### config.mk
export PLATFORM = sky130hd
export DESIGN_NAME = hysteresis_thermostat_with_timer_unit
export DESIGN_NICKNAME = d
export VERILOG_FILES = /design/src/rtl/htt_pkg.sv /design/src/rtl/htt_in_stage.sv /design/src/rtl/htt_adc_conv.sv /design/src/rtl/htt_ctrl.sv /design/src/rtl/hysteresis_thermostat_with_timer_unit.sv
export SDC_FILE = /design/constraint.sdc
export NUM_CORES = 1
export LEC_CHECK = 0
export ABC_CLOCK_PERIOD_IN_PS = 11760
export BUFFER_PORTS_ARGS = -buffer_cell sky130_fd_sc_hd__buf_2
export CORE_UTILIZATION = 60
export CTS_CLUSTER_SIZE = 40
export DETAILED_ROUTE_END_ITERATION = 10
export GPL_ROUTABILITY_DRIVEN = 0
export GPL_TIMING_DRIVEN = 0
export MAX_ROUTING_LAYER = met4
export PLACE_DENSITY_LB_ADDON = 0.12
export SLEW_MARGIN = 20
export SYNTH_ARGS = -nofsm -noshare
export SYNTH_HDL_FRONTEND = slang
export SYNTH_HIERARCHICAL = 1
export SYNTH_SLANG_ARGS = --single-unit
### constraint.sdc
create_clock -name clock -period 11.76 [get_ports clock]
set_clock_uncertainty 0.15 [all_clocks]
set_input_delay 1.764 -clock clock [delete_from_list [all_inputs] [get_ports clock]]
set_output_delay 1.764 -clock clock [all_outputs]
set_load 0.005 [all_outputs]
### src/rtl/htt_pkg.sv
`timescale 1ns / 1ps
// ---------------------------------------------------------------------------
// htt_pkg - shared types and constants of the thermostat with timer
// Field widths, register indexes, request codes and conversion constants.
// ---------------------------------------------------------------------------
package htt_pkg;

   // Field widths
   localparam int KIND_W   = 2;
   localparam int ADC_W    = 10;
   localparam int SECS_W   = 17;
   localparam int TEMP_W   = 11;
   localparam int TARGET_W = 10;
   localparam int TRIP_W   = 11;
   localparam int BAND_W   = 8;
   localparam int CSR_IDX_W  = 2;
   localparam int CSR_DATA_W = 11;

   // Limits
   localparam int TIMER_MAX_SECONDS  = 86400;
   localparam int VALID_LIMIT_TENTHS = 1500;

   // Sample conversion: tenths = floor(adc * 3300 / 1023)
   localparam int ADC_SCALE    = 3300;
   localparam int ADC_DIVISOR  = 1023;
   localparam int SCALED_W     = 22;
   localparam int SCALED_LIMIT = VALID_LIMIT_TENTHS * ADC_DIVISOR;

   // Register reset values
   localparam int TARGET_RESET = 500;
   localparam int TRIP_RESET   = 750;
   localparam int BAND_RESET   = 20;

   typedef enum logic [CSR_IDX_W-1:0] {
      CSR_TARGET = 2'd0,
      CSR_TRIP   = 2'd1,
      CSR_BAND   = 2'd2,
      CSR_SPARE  = 2'd3
   } csr_index_type;

   typedef enum logic [KIND_W-1:0] {
      REQ_SAMPLE = 2'd0,
      REQ_TICK   = 2'd1,
      REQ_POWER  = 2'd2,
      REQ_TIMER  = 2'd3
   } req_kind_type;

   typedef struct packed {
      req_kind_type      kind;
      logic [ADC_W-1:0]  adc_sample;
      logic              power_request;
      logic [SECS_W-1:0] timer_seconds;
   } item_type;

   typedef struct packed {
      logic              heater_drive;
      logic              system_active;
      logic              timer_active;
      logic [SECS_W-1:0] seconds_left;
      logic [TEMP_W-1:0] temperature_tenths;
      logic              accepted;
      logic              over_temp;
   } result_type;

   typedef struct packed {
      logic              write_enable;
      csr_index_type     index;
      logic [CSR_DATA_W-1:0] data;
   } csr_write_type;

endpackage

### src/rtl/htt_in_stage.sv
`timescale 1ns / 1ps
// ---------------------------------------------------------------------------
// htt_in_stage - input register of the thermostat
// Holds one request until the processing stage takes it.
// ---------------------------------------------------------------------------
module htt_in_stage (
   input  logic              clock,
   input  logic              reset,
   input  logic              in_valid,
   output logic              in_stall,
   input  htt_pkg::item_type in_item,
   input  logic              take,
   output logic              held_valid,
   output htt_pkg::item_type held_item
);

   logic              valid_ff;
   logic              valid_in;
   htt_pkg::item_type item_ff;
   logic              load;

   // A new transfer is taken whenever the stage is empty or is being emptied.
   assign in_stall = valid_ff && !take;
   assign load     = in_valid && !in_stall;
   assign valid_in = load || (valid_ff && !take);

   always_ff @(posedge clock) begin
      if (reset) begin
         valid_ff <= 1'b0;
      end else begin
         valid_ff <= valid_in;
      end
   end

   always_ff @(posedge clock) begin
      if (load) begin
         item_ff <= in_item;
      end
   end

   assign held_valid = valid_ff;
   assign held_item  = item_ff;

endmodule

### src/rtl/htt_adc_conv.sv
`timescale 1ns / 1ps
// ---------------------------------------------------------------------------
// htt_adc_conv - converter reading to tenths of a degree
// Scales by 3300, divides by 1023 through a reciprocal with one correction.
// ---------------------------------------------------------------------------
module htt_adc_conv (
   input  logic [htt_pkg::ADC_W-1:0]  adc_sample,
   output logic [htt_pkg::TEMP_W-1:0] tenths,
   output logic                       in_range
);

   localparam int SUM_W = htt_pkg::SCALED_W + 1;
   localparam int Q_W   = htt_pkg::SCALED_W - 9;

   logic [htt_pkg::SCALED_W-1:0] scaled;
   logic [SUM_W-1:0]             approx_sum;
   logic [Q_W-1:0]               q_est;
   logic [SUM_W-1:0]             remainder;
   logic [Q_W-1:0]               q_fix;

   assign scaled = htt_pkg::SCALED_W'(adc_sample) *
                   htt_pkg::SCALED_W'(htt_pkg::ADC_SCALE);

   // 1/1023 is close to (1 + 1/1024)/1024; the estimate is low by at most one.
   assign approx_sum = SUM_W'(scaled) + SUM_W'(scaled >> 10);
   assign q_est      = Q_W'(approx_sum >> 10);
   assign remainder  = SUM_W'(scaled) - (SUM_W'(q_est) << 10) + SUM_W'(q_est);
   assign q_fix      = (remainder >= SUM_W'(htt_pkg::ADC_DIVISOR)) ? q_est + Q_W'(1) : q_est;

   assign tenths   = q_fix[htt_pkg::TEMP_W-1:0];
   assign in_range = scaled <= htt_pkg::SCALED_W'(htt_pkg::SCALED_LIMIT);

endmodule

### src/rtl/htt_ctrl.sv
`timescale 1ns / 1ps
// ---------------------------------------------------------------------------
// htt_ctrl - thermostat state, configuration and next-state logic
// Applies one request to the heater, system and timer state.
// ---------------------------------------------------------------------------
module htt_ctrl (
   input  logic                          clock,
   input  logic                          reset,
   input  htt_pkg::csr_write_type        csr,
   input  htt_pkg::item_type             item,
   input  logic                          item_go,
   input  logic [htt_pkg::TEMP_W-1:0]    conv_tenths,
   input  logic                          conv_in_range,
   output htt_pkg::result_type           result
);

   localparam int CMP_W = htt_pkg::TEMP_W + 1;

   logic [htt_pkg::TARGET_W-1:0] target_ff;
   logic [htt_pkg::TRIP_W-1:0]   trip_ff;
   logic [htt_pkg::BAND_W-1:0]   band_ff;

   logic [htt_pkg::TEMP_W-1:0] temp_ff, temp_in;
   logic                       heater_ff, heater_in;
   logic                       system_ff, system_in;
   logic                       timer_ff, timer_in;
   logic [htt_pkg::SECS_W-1:0] count_ff, count_in;
   logic [htt_pkg::SECS_W-1:0] count_dec;
   logic                       acc;
   logic                       trip;
   logic                       below_band;

   always_ff @(posedge clock) begin
      if (reset) begin
         target_ff <= htt_pkg::TARGET_W'(htt_pkg::TARGET_RESET);
         trip_ff   <= htt_pkg::TRIP_W'(htt_pkg::TRIP_RESET);
         band_ff   <= htt_pkg::BAND_W'(htt_pkg::BAND_RESET);
      end else if (csr.write_enable) begin
         unique case (csr.index)
            htt_pkg::CSR_TARGET: target_ff <= csr.data[htt_pkg::TARGET_W-1:0];
            htt_pkg::CSR_TRIP:   trip_ff   <= csr.data[htt_pkg::TRIP_W-1:0];
            htt_pkg::CSR_BAND:   band_ff   <= csr.data[htt_pkg::BAND_W-1:0];
            default: ;
         endcase
      end
   end

   // temp < target - band, rewritten so no signed threshold is needed.
   assign below_band = (CMP_W'(temp_ff) + CMP_W'(band_ff)) < CMP_W'(target_ff);
   assign count_dec  = (count_ff != '0) ? count_ff - htt_pkg::SECS_W'(1) : count_ff;

   always_comb begin
      temp_in   = temp_ff;
      heater_in = heater_ff;
      system_in = system_ff;
      timer_in  = timer_ff;
      count_in  = count_ff;
      acc       = 1'b1;
      trip      = 1'b0;
      case (item.kind)
         htt_pkg::REQ_SAMPLE: begin
            if (conv_in_range) begin
               temp_in = conv_tenths;
            end
         end
         htt_pkg::REQ_TICK: begin
            if (!system_ff) begin
               heater_in = 1'b0;
            end else if (temp_ff >= trip_ff) begin
               heater_in = 1'b0;
               system_in = 1'b0;
               trip      = 1'b1;
            end else if (below_band) begin
               heater_in = 1'b1;
            end else if (temp_ff > htt_pkg::TEMP_W'(target_ff)) begin
               heater_in = 1'b0;
            end
            if (timer_ff) begin
               count_in = count_dec;
               if (count_dec == '0) begin
                  system_in = 1'b0;
                  timer_in  = 1'b0;
                  heater_in = 1'b0;
               end
            end
         end
         htt_pkg::REQ_POWER: begin
            system_in = item.power_request;
            if (!item.power_request) begin
               timer_in  = 1'b0;
               heater_in = 1'b0;
               count_in  = '0;
            end
         end
         default: begin
            if (item.timer_seconds != '0 &&
                item.timer_seconds <= htt_pkg::SECS_W'(htt_pkg::TIMER_MAX_SECONDS)) begin
               count_in  = item.timer_seconds;
               timer_in  = 1'b1;
               system_in = 1'b1;
            end else begin
               acc = 1'b0;
            end
         end
      endcase
   end

   always_ff @(posedge clock) begin
      if (reset) begin
         temp_ff   <= '0;
         heater_ff <= 1'b0;
         system_ff <= 1'b0;
         timer_ff  <= 1'b0;
         count_ff  <= '0;
      end else if (item_go) begin
         temp_ff   <= temp_in;
         heater_ff <= heater_in;
         system_ff <= system_in;
         timer_ff  <= timer_in;
         count_ff  <= count_in;
      end
   end

   always_comb begin
      result.heater_drive       = heater_in;
      result.system_active      = system_in;
      result.timer_active       = timer_in;
      result.seconds_left       = timer_in ? count_in : '0;
      result.temperature_tenths = temp_in;
      result.accepted           = acc;
      result.over_temp          = trip;
   end

   // The heater is never left on once the system is off.
   assert property (@(posedge clock) disable iff (reset) heater_ff |-> system_ff)
      else $error("heater on while system is off");

endmodule

### src/rtl/hysteresis_thermostat_with_timer_unit.sv
`timescale 1ns / 1ps
// ---------------------------------------------------------------------------
// hysteresis_thermostat_with_timer_unit - heater thermostat with timer
// Hysteresis control, over-temperature trip and a countdown timer.
// ---------------------------------------------------------------------------
// Each request (converter sample, one-second tick, power command or timer
// set) produces exactly one result, showing the thermostat state after that
// request. The block takes one transfer per clock cycle: a request is caught
// in the input register, and the conversion and state logic then work it
// out in a single pass and load the result register, so the sustained rate
// is one request every cycle while the consumer does not stall.
// The input side stalls only when the result register is full and the
// consumer is stalling it. Configuration registers (target, trip and band,
// all in tenths of a degree) should be written only while no request is in
// flight; a write to the unused index is ignored.
// ---------------------------------------------------------------------------
module hysteresis_thermostat_with_timer_unit (
   input  logic                              clock,
   input  logic                              reset,

   input  logic                              req_valid,
   output logic                              req_stall,
   input  logic [htt_pkg::KIND_W-1:0]        req_type,
   input  logic [htt_pkg::ADC_W-1:0]         req_adc_sample,
   input  logic                              req_power_request,
   input  logic [htt_pkg::SECS_W-1:0]        req_timer_seconds,

   output logic                              rsp_valid,
   input  logic                              rsp_stall,
   output logic                              rsp_heater_drive,
   output logic                              rsp_system_active,
   output logic                              rsp_timer_active,
   output logic [htt_pkg::SECS_W-1:0]        rsp_seconds_left,
   output logic [htt_pkg::TEMP_W-1:0]        rsp_temperature_tenths,
   output logic                              rsp_accepted,
   output logic                              rsp_over_temp,

   input  logic                              csr_write_enable,
   input  logic [htt_pkg::CSR_IDX_W-1:0]     csr_index,
   input  logic [htt_pkg::CSR_DATA_W-1:0]    csr_write_data
);

   htt_pkg::item_type      req_item;
   htt_pkg::item_type      held_item;
   logic                   held_valid;
   logic                   take;
   htt_pkg::csr_write_type csr;
   logic [htt_pkg::TEMP_W-1:0] conv_tenths;
   logic                   conv_in_range;
   htt_pkg::result_type    result_in;
   htt_pkg::result_type    rsp_ff;
   logic                   rsp_valid_ff;
   logic                   rsp_valid_in;

   assign req_item.kind          = htt_pkg::req_kind_type'(req_type);
   assign req_item.adc_sample    = req_adc_sample;
   assign req_item.power_request = req_power_request;
   assign req_item.timer_seconds = req_timer_seconds;

   assign csr.write_enable = csr_write_enable;
   assign csr.index        = htt_pkg::csr_index_type'(csr_index);
   assign csr.data         = csr_write_data;

   // The held request is processed whenever the result register is free or
   // its contents are being transferred out in this cycle.
   assign take = held_valid && (!rsp_valid_ff || !rsp_stall);

   htt_in_stage u_in_stage (
      .clock      (clock),
      .reset      (reset),
      .in_valid   (req_valid),
      .in_stall   (req_stall),
      .in_item    (req_item),
      .take       (take),
      .held_valid (held_valid),
      .held_item  (held_item)
   );

   htt_adc_conv u_adc_conv (
      .adc_sample (held_item.adc_sample),
      .tenths     (conv_tenths),
      .in_range   (conv_in_range)
   );

   htt_ctrl u_ctrl (
      .clock         (clock),
      .reset         (reset),
      .csr           (csr),
      .item          (held_item),
      .item_go       (take),
      .conv_tenths   (conv_tenths),
      .conv_in_range (conv_in_range),
      .result        (result_in)
   );

   // Result register: filled by a processed request, emptied by a transfer.
   assign rsp_valid_in = take || (rsp_valid_ff && rsp_stall);

   always_ff @(posedge clock) begin
      if (reset) begin
         rsp_valid_ff <= 1'b0;
      end else begin
         rsp_valid_ff <= rsp_valid_in;
      end
   end

   always_ff @(posedge clock) begin
      if (take) begin
         rsp_ff <= result_in;
      end
   end

   assign rsp_valid              = rsp_valid_ff;
   assign rsp_heater_drive       = rsp_ff.heater_drive;
   assign rsp_system_active      = rsp_ff.system_active;
   assign rsp_timer_active       = rsp_ff.timer_active;
   assign rsp_seconds_left       = rsp_ff.seconds_left;
   assign rsp_temperature_tenths = rsp_ff.temperature_tenths;
   assign rsp_accepted           = rsp_ff.accepted;
   assign rsp_over_temp          = rsp_ff.over_temp;

   // A trip always leaves the heater and the system switched off.
   assert property (@(posedge clock) disable iff (reset)
      rsp_valid_ff && rsp_ff.over_temp |-> !rsp_ff.heater_drive && !rsp_ff.system_active)
      else $error("trip result with heater or system still on");

   // Remaining time is reported only while the timer runs.
   assert property (@(posedge clock) disable iff (reset)
      rsp_valid_ff && !rsp_ff.timer_active |-> rsp_ff.seconds_left == '0)
      else $error("seconds left reported with timer stopped");

   // A request is only processed when it can land in the result register.
   assert property (@(posedge clock) disable iff (reset)
      take |-> !rsp_valid_ff || !rsp_stall)
      else $error("request processed over a stalled result");

endmodule
# Yosys cells after proc, flatten, opt, wreduce, memory -nomap -nowiden
# Index checks and enable logic that the tools add are counted.
# totals
register_bits	125
input_bits	48
out_inout_bits	35
word_cells	89
# op_classes
n_addsub	6
n_mul	1
n_lt_le_gt_ge	6
n_eq_ne	4
muxes	29
reduce_logical	22
# op_table
cell	n
$mux W17	4
$pmux W17 S3	1
$reduce_bool A17 Y1	2
$mux W11	3
$add A22 B12 Y23	1
$add A23 B13 Y23	1
$ge A23 B10 Y1 const B	1
$sub A22 B23 Y23	1
$le A22 B21 Y1 const B	1
$mul A10 B10 Y20 const B	1
$mux W1	18
$le A17 B17 Y1 const B	1
$logic_not A17 Y1	1
$sub A17 B1 Y17 const B	1
$add A11 B8 Y12	1
$lt A12 B10 Y1	1
$add A11 B1 Y11 const B	1
$ge A11 B11 Y1	1
$gt A11 B10 Y1	1
$reduce_and A2 Y1	4
$pmux W1 S3	2
$logic_and A1 B1 Y1	5
$eq A2 B1 Y1 const B	2
$eq A2 B2 Y1 const B	2
5 further kinds	11

# Longest topological paths before layout
# Gate-level depths: netlist of run 1.
# depth
ltp_word	8
mapped_depth	50
depth_no_buf	48

# Modules after synthesis
# The synthesis of run 1 kept the hierarchy.
# modules_own_cells
module	instances	cells_each	area_per_inst_um2	seq_area_each_um2
htt_ctrl	1	599	4710.8	1201.2
htt_adc_conv	1	568	4485.6	0.0
hysteresis_thermostat_with_timer_unit	1	37	1027.2	1011.0
htt_in_stage	1	34	950.9	920.9

# Least setup slack after synthesis of run 1
# OpenSTA, ideal clock, no wires.
# synth_timing
path_type	register -> register
startpoint	reg u_in_stage.item_ff (netlist bit u_in_stage/held_item[18])
endpoint	reg u_ctrl/temp_ff[1] (netlist bit)
setup_time_ns	0.128
arrival_time_ns	10.029
required_time_ns	11.482
path_slack_ns	1.453
path_stages_with_launch	48
path_buffers	2
period_less_slack_ns	10.307
cell_sequence	edfxtp_1 inv_1 ha_1 ha_1 inv_1 fa_1 fa_1 fa_1 inv_1 ha_1 buf_2 a21o_1 a31oi_1 o21ai_0 a21o_1 a21oi_1 xnor2_1 ha_1 (+12 left out) ha_1 inv_1 fa_1 inv_1 ha_1 a21oi_1 o31ai_1 a31o_2 a311oi_1 mux2i_1 nand4_1 nor4_1 and4_4 buf_6 mux2_1 mux2_2 mux2i_1 nor2_1
# synth_lines
item	line	source
start, declared	htt_in_stage.sv:19	htt_pkg::item_type item_ff;
start signal, assigned	htt_in_stage.sv:37	item_ff <= in_item;
end signal, assigned	htt_ctrl.sv:116	temp_ff <= temp_in;
end, declared	htt_ctrl.sv:23	logic [htt_pkg::TEMP_W-1:0] temp_ff, temp_in;

==> summary.md, run 1 <==
| Metric | Value |
|---|---|
| Status | `finished with violations` |
| Failing checks | `DRC` |
| Max Slew Vio Count | `0` |
| Max incr delay on CP | `0.53 ns` |
| Total number of vias | `9710` |
| MaxCap Viol Count | `0` |
| Total CTS buffers | `17` |
| CTS tree | `built` |
| Placement row count | `49` |
| Syn nets | `1468` |
| Synth-to-Final Area Change | `14.1%` |
| Multiplexer share of the synthesized area | `0.0412` |
| Req. time, crit path | `11.90 ns` |
| Share of layout cells above drive strength 1 | `0.162` |
| Clk root buf | `clkbuf_16` |
| Finish-stage setup viols | `0` |
| Compound-Gate Fraction of Synth Area | `0.178` |
| DR WL met3 | `1730 µm` |
| 1st-pass router iterations | `9` |
| Critical Path Sink Type | `flip-flop` |
| EDFF count, synth | `63` |
| Setup tns final | `0 ns` |
| Filler Cell Count | `1415` |
| Drt total wl | `27600 µm` |
| Final nets | `1582` |
| Reg2Reg Depth | `48` |
| DRC | `16` |
| Height of the die | `138 µm` |
| Mapped Cells | `1238` |
| Ant diodes | `0` |
| Post-Synth Simple-Gate Area | `0.171` |
| Post-synthesis sequential area ratio | `0.280` |
| Worst setup SP type | `flip-flop` |
| XOR/XNOR Fraction of Synth Area | `0.0439` |
| Worst Tran Pin Value | `0.912 ns` |
| Setup CP Type | `flip-flop to flip-flop` |
| Uppermost layer routed | `met4` |
| Syn avg cell area | `9.03 µm²` |
| Drt first-iter violations | `865` |
| CP max stage cell | `fa_1` |
| Fmax | `88.7 MHz` |
| RSZ-0062 raised after global routing | `false` |
| Synth Warn # | `6` |
| Most frequent CP cell | `inv_1` |
| Clk_lat worst skew | `0.42 ns` |
| GRT Overall Usage | `0.300` |
| Main combinational cell family by area after synthesis | `adder cells` |
| Arrival @ worst endpoint | `11.42 ns` |
| Core Area | `18100 µm²` |
| Worst min-delay path class | `flip-flop to flip-flop` |
| Distinct cells, synth | `92` |
| # IOs | `83` |
| Initial Utilization | `0.618` |
| Synth Register Bits | `125` |
| Clock buffer depth | `2` |
| Vias per Instance | `6.09` |
| Largest net degree at the start of global routing | `28` |
| Worst relative slew slack | `0.390` |
| Fin crit period | `11.27 ns` |
| Met2 routed WL | `13100 µm` |
| DRT antenna net count | `0` |
| Final Hold Violating Endpoints | `0` |
| Port bufs | `82` |
| Clock sink count | `125` |
| Vias in the first global route | `9064` |
| WL met1 | `12000 µm` |
| DPL Wire Length | `21400 µm` |
| Worst-path maximum fanout | `10` |
| Register area | `3130 µm²` |
| Antenna violations before repair | `0` |
| Die Area | `19200 µm²` |
| Hold path depth | `2` |
| H-tree depth | `4` |
| First-pass GRT wire length | `44600 µm` |
| Reg clk slew, reported paths | `0.06 ns` |
| Primary FF master, synth | `edfxtp_1` |
| GR Overflow Total | `0` |
| CTS Hold Bufs | `0` |
| Post-synthesis async set-or-reset flop share | `0` |
| Wire per inst | `17.3 µm` |
| Post-synthesis adder-cell area fraction | `0.221` |
| Chip Width | `138 µm` |
| Post-Synthesis Cell Area | `11200 µm²` |
| Multi-input gate area | `7460 µm²` |
| Final Cycle Share | `0.959` |
[sequential cells by signal, summed over array words and instances (netlist names), 8 cells and up]
register	cells
rsp_seconds_left	17
rsp_temperature_tenths	11
u_ctrl/band_ff	8
u_ctrl/count_ff	17
u_ctrl/target_ff	10
u_ctrl/temp_ff	11
u_ctrl/trip_ff	11
u_in_stage/held_item	30
[kinds of logic after synthesis]
| group | count (synthesis) |
|---|---|
| AOI/OAI and AO/OA | 282 |
| xor gates and xnor gates | 56 |
| adders and majority gates | 183 |
| buffers and inverters | 174 |
| DFF | 125 |
| muxes | 44 |
| and+or+nand+nor | 374 |
[worst paths after layout]
check                                                      end  slack (ns)                               start
worst max-delay path            u_ctrl/temp_ff[9]$_SDFFE_PP0P_        0.49  u_in_stage/held_item[19]$_DFFE_PP_
worst min register to register  u_ctrl/trip_ff[4]$_SDFFE_PP0P_        0.32      u_ctrl/trip_ff[4]$_SDFFE_PP0P_
worst min-delay path            u_ctrl/trip_ff[4]$_SDFFE_PP0P_        0.32      u_ctrl/trip_ff[4]$_SDFFE_PP0P_
worst max register to register  u_ctrl/temp_ff[9]$_SDFFE_PP0P_        0.49  u_in_stage/held_item[19]$_DFFE_PP_
[what timing repair did]
item / in CTS / in global routing
setup endpoints to repair: 0 / 22
buffers inserted: 0 / 11
resized for setup: 0 / 21
[area by class of cell]
| cell class | count | share of cell area |
|---|---|---|
| tap | 229 | 0.0225 |
| clock buffer | 21 | 0.0353 |
| inverter | 125 | 0.0368 |
| buffer | 49 | 0.0193 |
| sequential | 125 | 0.246 |
| multi-input combinational | 939 | 0.585 |
| clock inverter | 11 | 0.0131 |
| timing repair buffer | 95 | 0.0424 |
[synthesized netlist by cell type, types with 4 or more instances]
master     count  area share
nor4_1        22       0.012
o21a_1        13      0.0087
xnor2_1       41       0.032
nor2b_1        9      0.0050
fa_1          24       0.043
a21oi_1       68       0.030
a21boi_0       6      0.0040
nor3_1        22      0.0099
edfxtp_1      63        0.17
or3_1          4      0.0022
o211ai_1      12      0.0081
mux2i_1       28       0.025
buf_4          5      0.0034
a211oi_1      24       0.016
ha_1         158        0.18
a211o_1        4      0.0031
o21bai_1       5      0.0034
o31ai_1        9      0.0060
nand2_1       78       0.026
inv_1        124       0.042
buf_1          4      0.0013
or4_1          9      0.0060
xor2_1        15       0.012
a31oi_1        8      0.0045
nand2b_1       9      0.0050
o21ai_0       45       0.020
and2_1         8      0.0045
nand3b_1       7      0.0047
and3_1        14      0.0078
nand3_1       21      0.0094
dfxtp_1       62        0.11
a221oi_1       6      0.0047
o22ai_1       11      0.0062
a21o_1        18       0.012
buf_2          8      0.0036
nor3b_1        5      0.0034
nor2_2        10      0.0056
a311oi_1       5      0.0039
mux2_2        15       0.015
nand4_1       12      0.0067
clkbuf_1      28      0.0094
o2111ai_1      8      0.0063
nor2_1       118       0.040
[critical path: cells and delay by family, from the launching register on]
kind | cells | cell delay [ns]
flops | 1 | 0.51
simple gates | 13 | 2.27
compound gates | 11 | 2.29
fa+ha+maj | 11 | 4.19
buf+inv | 8 | 0.84
xor+xnor | 3 | 0.43
mux | 2 | 0.45
[cells in the final DEF, fill, tap and decap left out, drive strengths merged, types with 18 or more instances in the layout]
master  synthesis  layout
xnor2          41      41
nor2          128     128
dfxtp          62      62
nand3          21      21
inv           125     126
a211oi         25      25
ha            158     158
o21ai          49      49
buf            21     116
a21oi          68      68
clkbuf         28      49
nor3           24      24
edfxtp         63      63
a21o           18      18
mux2i          28      28
nand2          78      78
fa             24      24
nor4           23      23
[per-layer routing]
layer,vias up,GRT usage
met3,63,0.0461
met1,4575,0.384
li1,4722,-
met2,350,0.477
met5,-,-
met4,0,0.115
[per-stage QoR]
stage | cell area, µm² | hold slack, ns | util | instances | setup slack, ns
5_1_grt | 12700 | 0.343 | 0.705 | 1594 | 0.00376
2_1_floorplan | 11200 | 0.286 | - | 1238 | 1.45
3_5_place_dp | 11900 | 0.299 | 0.660 | 1551 | 0.0921
6_report | 12700 | 0.319 | 0.705 | 1594 | 0.488
4_1_cts | 12600 | 0.316 | 0.694 | 1583 | 0.0203
3_3_place_gp | 11900 | 0.296 | 0.656 | 1549 | 0.265
Power of run 1 is left out: the tool's default activity adds up to more than one toggle a clock period on the data nets, which glitch-free logic cannot reach.
==> run 2, diff against run 1 <==
- CORE_UTILIZATION: 60 -> 54
- REMOVE_ABC_BUFFERS: not set -> 1
==> summary.md, run 2 (same netlist as run 1, synthesis figures left out) <==
| Metric | Value |
|---|---|
| H-tree depth | `4 (unchanged)` |
| Chip Width | `146 µm (+5.3%)` |
| Height of the die | `146 µm (+5.3%)` |
| Req. time, crit path | `11.88 ns (-0.02 ns)` |
| DP Area | `11800 µm² (-1.3%)` |
| Worst-path maximum fanout | `9 (-1)` |
| DRT antenna net count | `0 (unchanged)` |
| Final Cycle Share | `0.950 (-0.00885)` |
| Drt first-iter violations | `706 (-18%)` |
| Status | `complete, no violations` |
| Most common cell after layout, fill and taps aside | `ha_1` |
| Multi-input gate area | `7470 µm² (+0.22%)` |
| Ant diodes | `0 (unchanged)` |
| Final non-filler cell total | `1587 (-0.44%)` |
| Filler Cell Count | `1775 (+25%)` |
| DRC | `0 (-16)` |
| Vias per Instance | `5.85 (-4.0%)` |
| Worst setup SP type | `flip-flop` |
| Core Area | `20200 µm² (+12%)` |
| Largest net degree at the start of global routing | `49 (+75%)` |
| Total number of vias | `9285 (-4.4%)` |
| Finish-stage setup viols | `0 (unchanged)` |
| Clock sink count | `125 (unchanged)` |
| GRT Overall Usage | `0.249 (-0.0510)` |
| Die Area | `21300 µm² (+11%)` |
| CTS tree | `built` |
| Critical Path Sink Type | `flip-flop` |
| Worst Tran Pin Value | `1.04 ns (+0.124 ns)` |
| Most frequent cells in the layout | `ha_1 (155), inv_1 (122), nor2_1 (117)` |
| Clk_lat worst skew | `0.42 ns (about the same)` |
| Wire per inst | `16.2 µm (-6.4%)` |
| Worst relative slew slack | `0.309 (-0.0808)` |
| Final instance area | `12500 µm² (-1.6%)` |
| Total CTS buffers | `17 (unchanged)` |
| Final Hold Violating Endpoints | `0 (unchanged)` |
| DPL Wire Length | `19500 µm (-8.9%)` |
| Initial Utilization | `0.552 (-0.0656)` |
| Share of layout cells above drive strength 1 | `0.159 (-0.00321)` |
| Fin crit period | `11.17 ns (-0.104 ns)` |
| First-pass GRT wire length | `41700 µm (-6.6%)` |
| CTS Hold Bufs | `0 (unchanged)` |
| Synth-to-Final Area Change | `12.2%` |
| Antenna violations before repair | `0 (unchanged)` |
| Max Slew Vio Count | `0 (unchanged)` |
| Setup CP Type | `flip-flop to flip-flop` |
| Most frequent CP cell | `inv_1` |
| CP max stage cell | `fa_1` |
| Fmax | `89.5 MHz (+0.93%)` |
| Reg clk slew, reported paths | `0.06 ns (about the same)` |
| Max incr delay on CP | `0.53 ns (about the same)` |
| Port bufs | `82 (unchanged)` |
| GR Overflow Total | `0 (unchanged)` |
| Register area | `3130 µm² (unchanged)` |
| 1st-pass router iterations | `6 (-3)` |
| Drt total wl | `25800 µm (-6.8%)` |
| Placement row count | `52 (+6.1%)` |
| Clk root buf | `clkbuf_16` |
| Final nets | `1534 (-3.0%)` |
| Worst min-delay path class | `flip-flop to flip-flop` |
| Hold_ws | `0.309 ns (-0.0100 ns)` |
| Placed cells | `1545 (-0.39%)` |
| # IOs | `83 (unchanged)` |
| Max FFs per register | `30 (unchanged)` |
| Arrival @ worst endpoint | `11.28 ns (-0.14 ns)` |
| Clock buffer depth | `2 (unchanged)` |
| Vias in the first global route | `8531 (-5.9%)` |
| MaxCap Viol Count | `0 (unchanged)` |
==> run 2: cell types whose count changed in the layout (fill, tap and decap cells not counted), sizes merged, moves of 2 or more <==
| cell | before | now |
|---|---|---|
| clkinv | 4 | 6 |
| bufinv | 4 | 1 |
| buf | 116 | 95 |
| clkbuf | 49 | 19 |
| clkinvlp | 2 | 4 |
==> run 2: what timing repair did <==
action / CTS / global route
resized for setup: 0 / 24
endpoints found under the setup margin: 0 / 22
endpoints found under the hold margin: 0 / 0
setup buffers: 0 / 9
==> run 2: per-stage QoR <==
stage	TNS (ns)	utilization	setup WS (ns)
after floorplan	0	-	1.51
after global placement	0	0.577	0.196
after detailed placement	0	0.583	0.0964
after CTS	0	0.610	0.0567
after global routing	-0.00841	0.620	-0.00841
final	0	0.620	0.592
==> run 2: final cells by class <==
cell class              count  share of cell area
inverters                 125              0.0374
well taps                 270              0.0269
flip-flops and latches    125               0.250
repair buffers             95              0.0453
clock buffers              19              0.0353
clock inverters            13             0.00938
multi-input cells         940               0.596
==> run 2: critical path: cells and delay by family, from the launching register on <==
| family | cells | cell delay, ns |
|---|---|---|
| buffers and inverters | 7 | 0.66 |
| xor gates and xnor gates | 2 | 0.36 |
| adders and majority gates | 11 | 4.27 |
| and+or+nand+nor | 11 | 1.77 |
| AOI/OAI and AO/OA | 13 | 2.57 |
| muxes | 3 | 0.70 |
| DFF | 1 | 0.51 |
==> run 2: final timing paths <==
| check | start | end | slack (ns) | depth (start not counted) |
|---|---|---|---|---|
| worst max-delay path | u_in_stage/held_item[19]$_DFFE_PP_ | u_ctrl/temp_ff[5]$_SDFFE_PP0P_ | 0.59 | 47 |
| worst min-delay path | u_ctrl/trip_ff[4]$_SDFFE_PP0P_ | u_ctrl/trip_ff[4]$_SDFFE_PP0P_ | 0.31 | 2 |
| worst max register to register | u_in_stage/held_item[19]$_DFFE_PP_ | u_ctrl/temp_ff[5]$_SDFFE_PP0P_ | 0.59 | 47 |
| worst min register to register | u_ctrl/trip_ff[4]$_SDFFE_PP0P_ | u_ctrl/trip_ff[4]$_SDFFE_PP0P_ | 0.31 | 2 |
==> run 2: per-layer routing <==
metal  global-route usage  routed length [µm]  vias up
met5                    -                   0        -
met4               0.0626                 424        0
met3               0.0414                1160       32
met2                0.386               11700      248
met1                0.337               12500     4372
li1                     -                   -     4633
Power of run 2 is left out for the same reason.
==> run 3, diff against run 2 <==
- GPL_TIMING_DRIVEN: 0 -> not set
==> summary.md, run 3 (same netlist as run 1, synthesis figures left out) <==
| Metric | Value |
|---|---|
| Finish-stage setup viols | `0 (unchanged)` |
| Initial Utilization | `0.552 (unchanged)` |
| CP max stage cell | `fa_1` |
| Status | `complete, no violations` |
| Total CTS buffers | `17 (unchanged)` |
| Req. time, crit path | `11.89 ns (about the same)` |
| GRT Overall Usage | `0.251 (+0.00222)` |
| Final nets | `1534 (unchanged)` |
| Most frequent cells in the layout | `ha_1 (156), inv_1 (124), nor2_1 (118)` |
| Max incr delay on CP | `0.51 ns (-0.02 ns)` |
| Most frequent CP cell | `inv_1` |
| Fin crit period | `11.14 ns (-0.0261 ns)` |
| First-pass GRT wire length | `41700 µm (about the same)` |
| Filler Cell Count | `1740 (-2.0%)` |
| Placement row count | `52 (unchanged)` |
| Largest net degree at the start of global routing | `78 (+59%)` |
| Worst min-delay path class | `flip-flop to flip-flop` |
| MaxCap Viol Count | `0 (unchanged)` |
| Vias per Instance | `5.85 (about the same)` |
| Clk root buf | `clkbuf_16` |
| Clock buffer depth | `2 (unchanged)` |
| Core Area | `20200 µm² (unchanged)` |
| WP buf/inv | `7 (unchanged)` |
| Worst Tran Pin Value | `0.988 ns (-0.0482 ns)` |
| H-tree depth | `4 (unchanged)` |
| Chip Width | `146 µm (unchanged)` |
| # IOs | `83 (unchanged)` |
| Arrival @ worst endpoint | `11.27 ns (about the same)` |
| Setup tns final | `0 ns (unchanged)` |
| Max FFs per register | `30 (unchanged)` |
| Share of layout cells above drive strength 1 | `0.147 (-0.0114)` |
| DPL Wire Length | `19900 µm (+1.9%)` |
| Reg clk slew, reported paths | `0.06 ns (about the same)` |
| Setup CP Type | `flip-flop to flip-flop` |
| Drt total wl | `25900 µm (+0.76%)` |
| Antenna violations before repair | `0 (unchanged)` |
| 1st-pass router iterations | `5 (-1)` |
| Util after Layout | `0.614 (-0.00532)` |
| Height of the die | `146 µm (unchanged)` |
| Ant diodes | `0 (unchanged)` |
| Delay-heaviest family, CP | `adder cells` |
| GR Overflow Total | `0 (unchanged)` |
| Worst setup SP type | `flip-flop` |
| Final Hold Violating Endpoints | `0 (unchanged)` |
| Most common cell after layout, fill and taps aside | `ha_1` |
| Final Cycle Share | `0.947 (-0.00222)` |
| Port bufs | `82 (unchanged)` |
| Total number of vias | `9284 (-0.011%)` |
| Clock sink count | `125 (unchanged)` |
| Drt first-iter violations | `632 (-10%)` |
| Clk_lat worst skew | `0.42 ns (about the same)` |
| Vias in the first global route | `8620 (+1.0%)` |
| DRC | `0 (unchanged)` |
| Worst-path maximum fanout | `9 (unchanged)` |
| Fmax | `89.7 MHz (+0.23%)` |
| CTS tree | `built` |
| Placed cells | `1553 (+0.52%)` |
| Synth-to-Final Area Change | `11.3%` |
| Final non-filler cell total | `1587 (unchanged)` |
| Max Slew Vio Count | `0 (unchanged)` |
| Critical Path Sink Type | `flip-flop` |
| Worst relative slew slack | `0.341 (+0.0321)` |
| DRT antenna net count | `0 (unchanged)` |
| Die Area | `21300 µm² (unchanged)` |
| Wire per inst | `16.4 µm (+0.76%)` |
## run 3: changes by cell type in the layout (fill, tap and decap cells not counted), sizes merged
cell and delta:
bufinv +2, clkbuf -2, clkinvlp +1, inv -1
## run 3: worst register-to-register path, delay by kind of cell, from the launching register on
family                   cells  cell delay [ns]
buffers and inverters        7             0.59
adder cells (fa/ha/maj)     10             3.79
flip-flops                   1             0.35
AO/OA/AOI/OAI               16             3.23
XOR/XNOR                     1             0.20
multiplexers                 4             1.00
AND/OR/NAND/NOR              9             1.69
## run 3: final cells by class
| class | count | area [µm²] | area share |
|---|---|---|---|
| clock buffer | 17 | 425 | 0.0342 |
| tap | 270 | 338 | 0.0272 |
| inverter | 125 | 469 | 0.0377 |
| timing repair buffer | 95 | 508 | 0.0409 |
| clock inverter | 15 | 173 | 0.0139 |
| multi-input combinational | 940 | 7390 | 0.594 |
| sequential | 125 | 3130 | 0.252 |
## run 3: what timing repair did
| action | 4_1_cts | 5_1_grt |
|---|---|---|
| setup endpoints to repair | 0 | 18 |
| gates resized for setup | 0 | 7 |
| setup buffers | 0 | 1 |
| hold buffers | 0 | 0 |
## run 3: worst paths after layout
kind | slack, ns | cells after the start | start | endpoint
worst max-delay path | 0.62 | 47 | u_in_stage/held_item[19]$_DFFE_PP_ | u_ctrl/temp_ff[1]$_SDFFE_PP0P_
worst min-delay path | 0.31 | 2 | u_ctrl/trip_ff[8]$_SDFFE_PP0P_ | u_ctrl/trip_ff[8]$_SDFFE_PP0P_
worst min register to register | 0.31 | 2 | u_ctrl/trip_ff[8]$_SDFFE_PP0P_ | u_ctrl/trip_ff[8]$_SDFFE_PP0P_
worst max register to register | 0.62 | 47 | u_in_stage/held_item[19]$_DFFE_PP_ | u_ctrl/temp_ff[1]$_SDFFE_PP0P_
## run 3: through the flow
step / worst slack (ns) / area, µm² / hold WS [ns]
after detailed placement: 0.604 / 11800 / 0.299
after floorplan: 1.51 / 10900 / 0.280
after global routing: -0.0116 / 12400 / 0.321
after CTS: 0.555 / 12400 / 0.306
final: 0.618 / 12400 / 0.309
after global placement: 0.867 / 11800 / 0.297
## run 3: per-layer routing
| layer | up-vias | track usage | share of wire |
|---|---|---|---|
| met5 | - | - | 0 |
| met4 | 0 | 0.0921 | 0.021 |
| met3 | 40 | 0.0370 | 0.050 |
| met2 | 276 | 0.386 | 0.45 |
| met1 | 4349 | 0.334 | 0.48 |
| li1 | 4619 | - | - |
Power of run 3 is left out for the same reason.
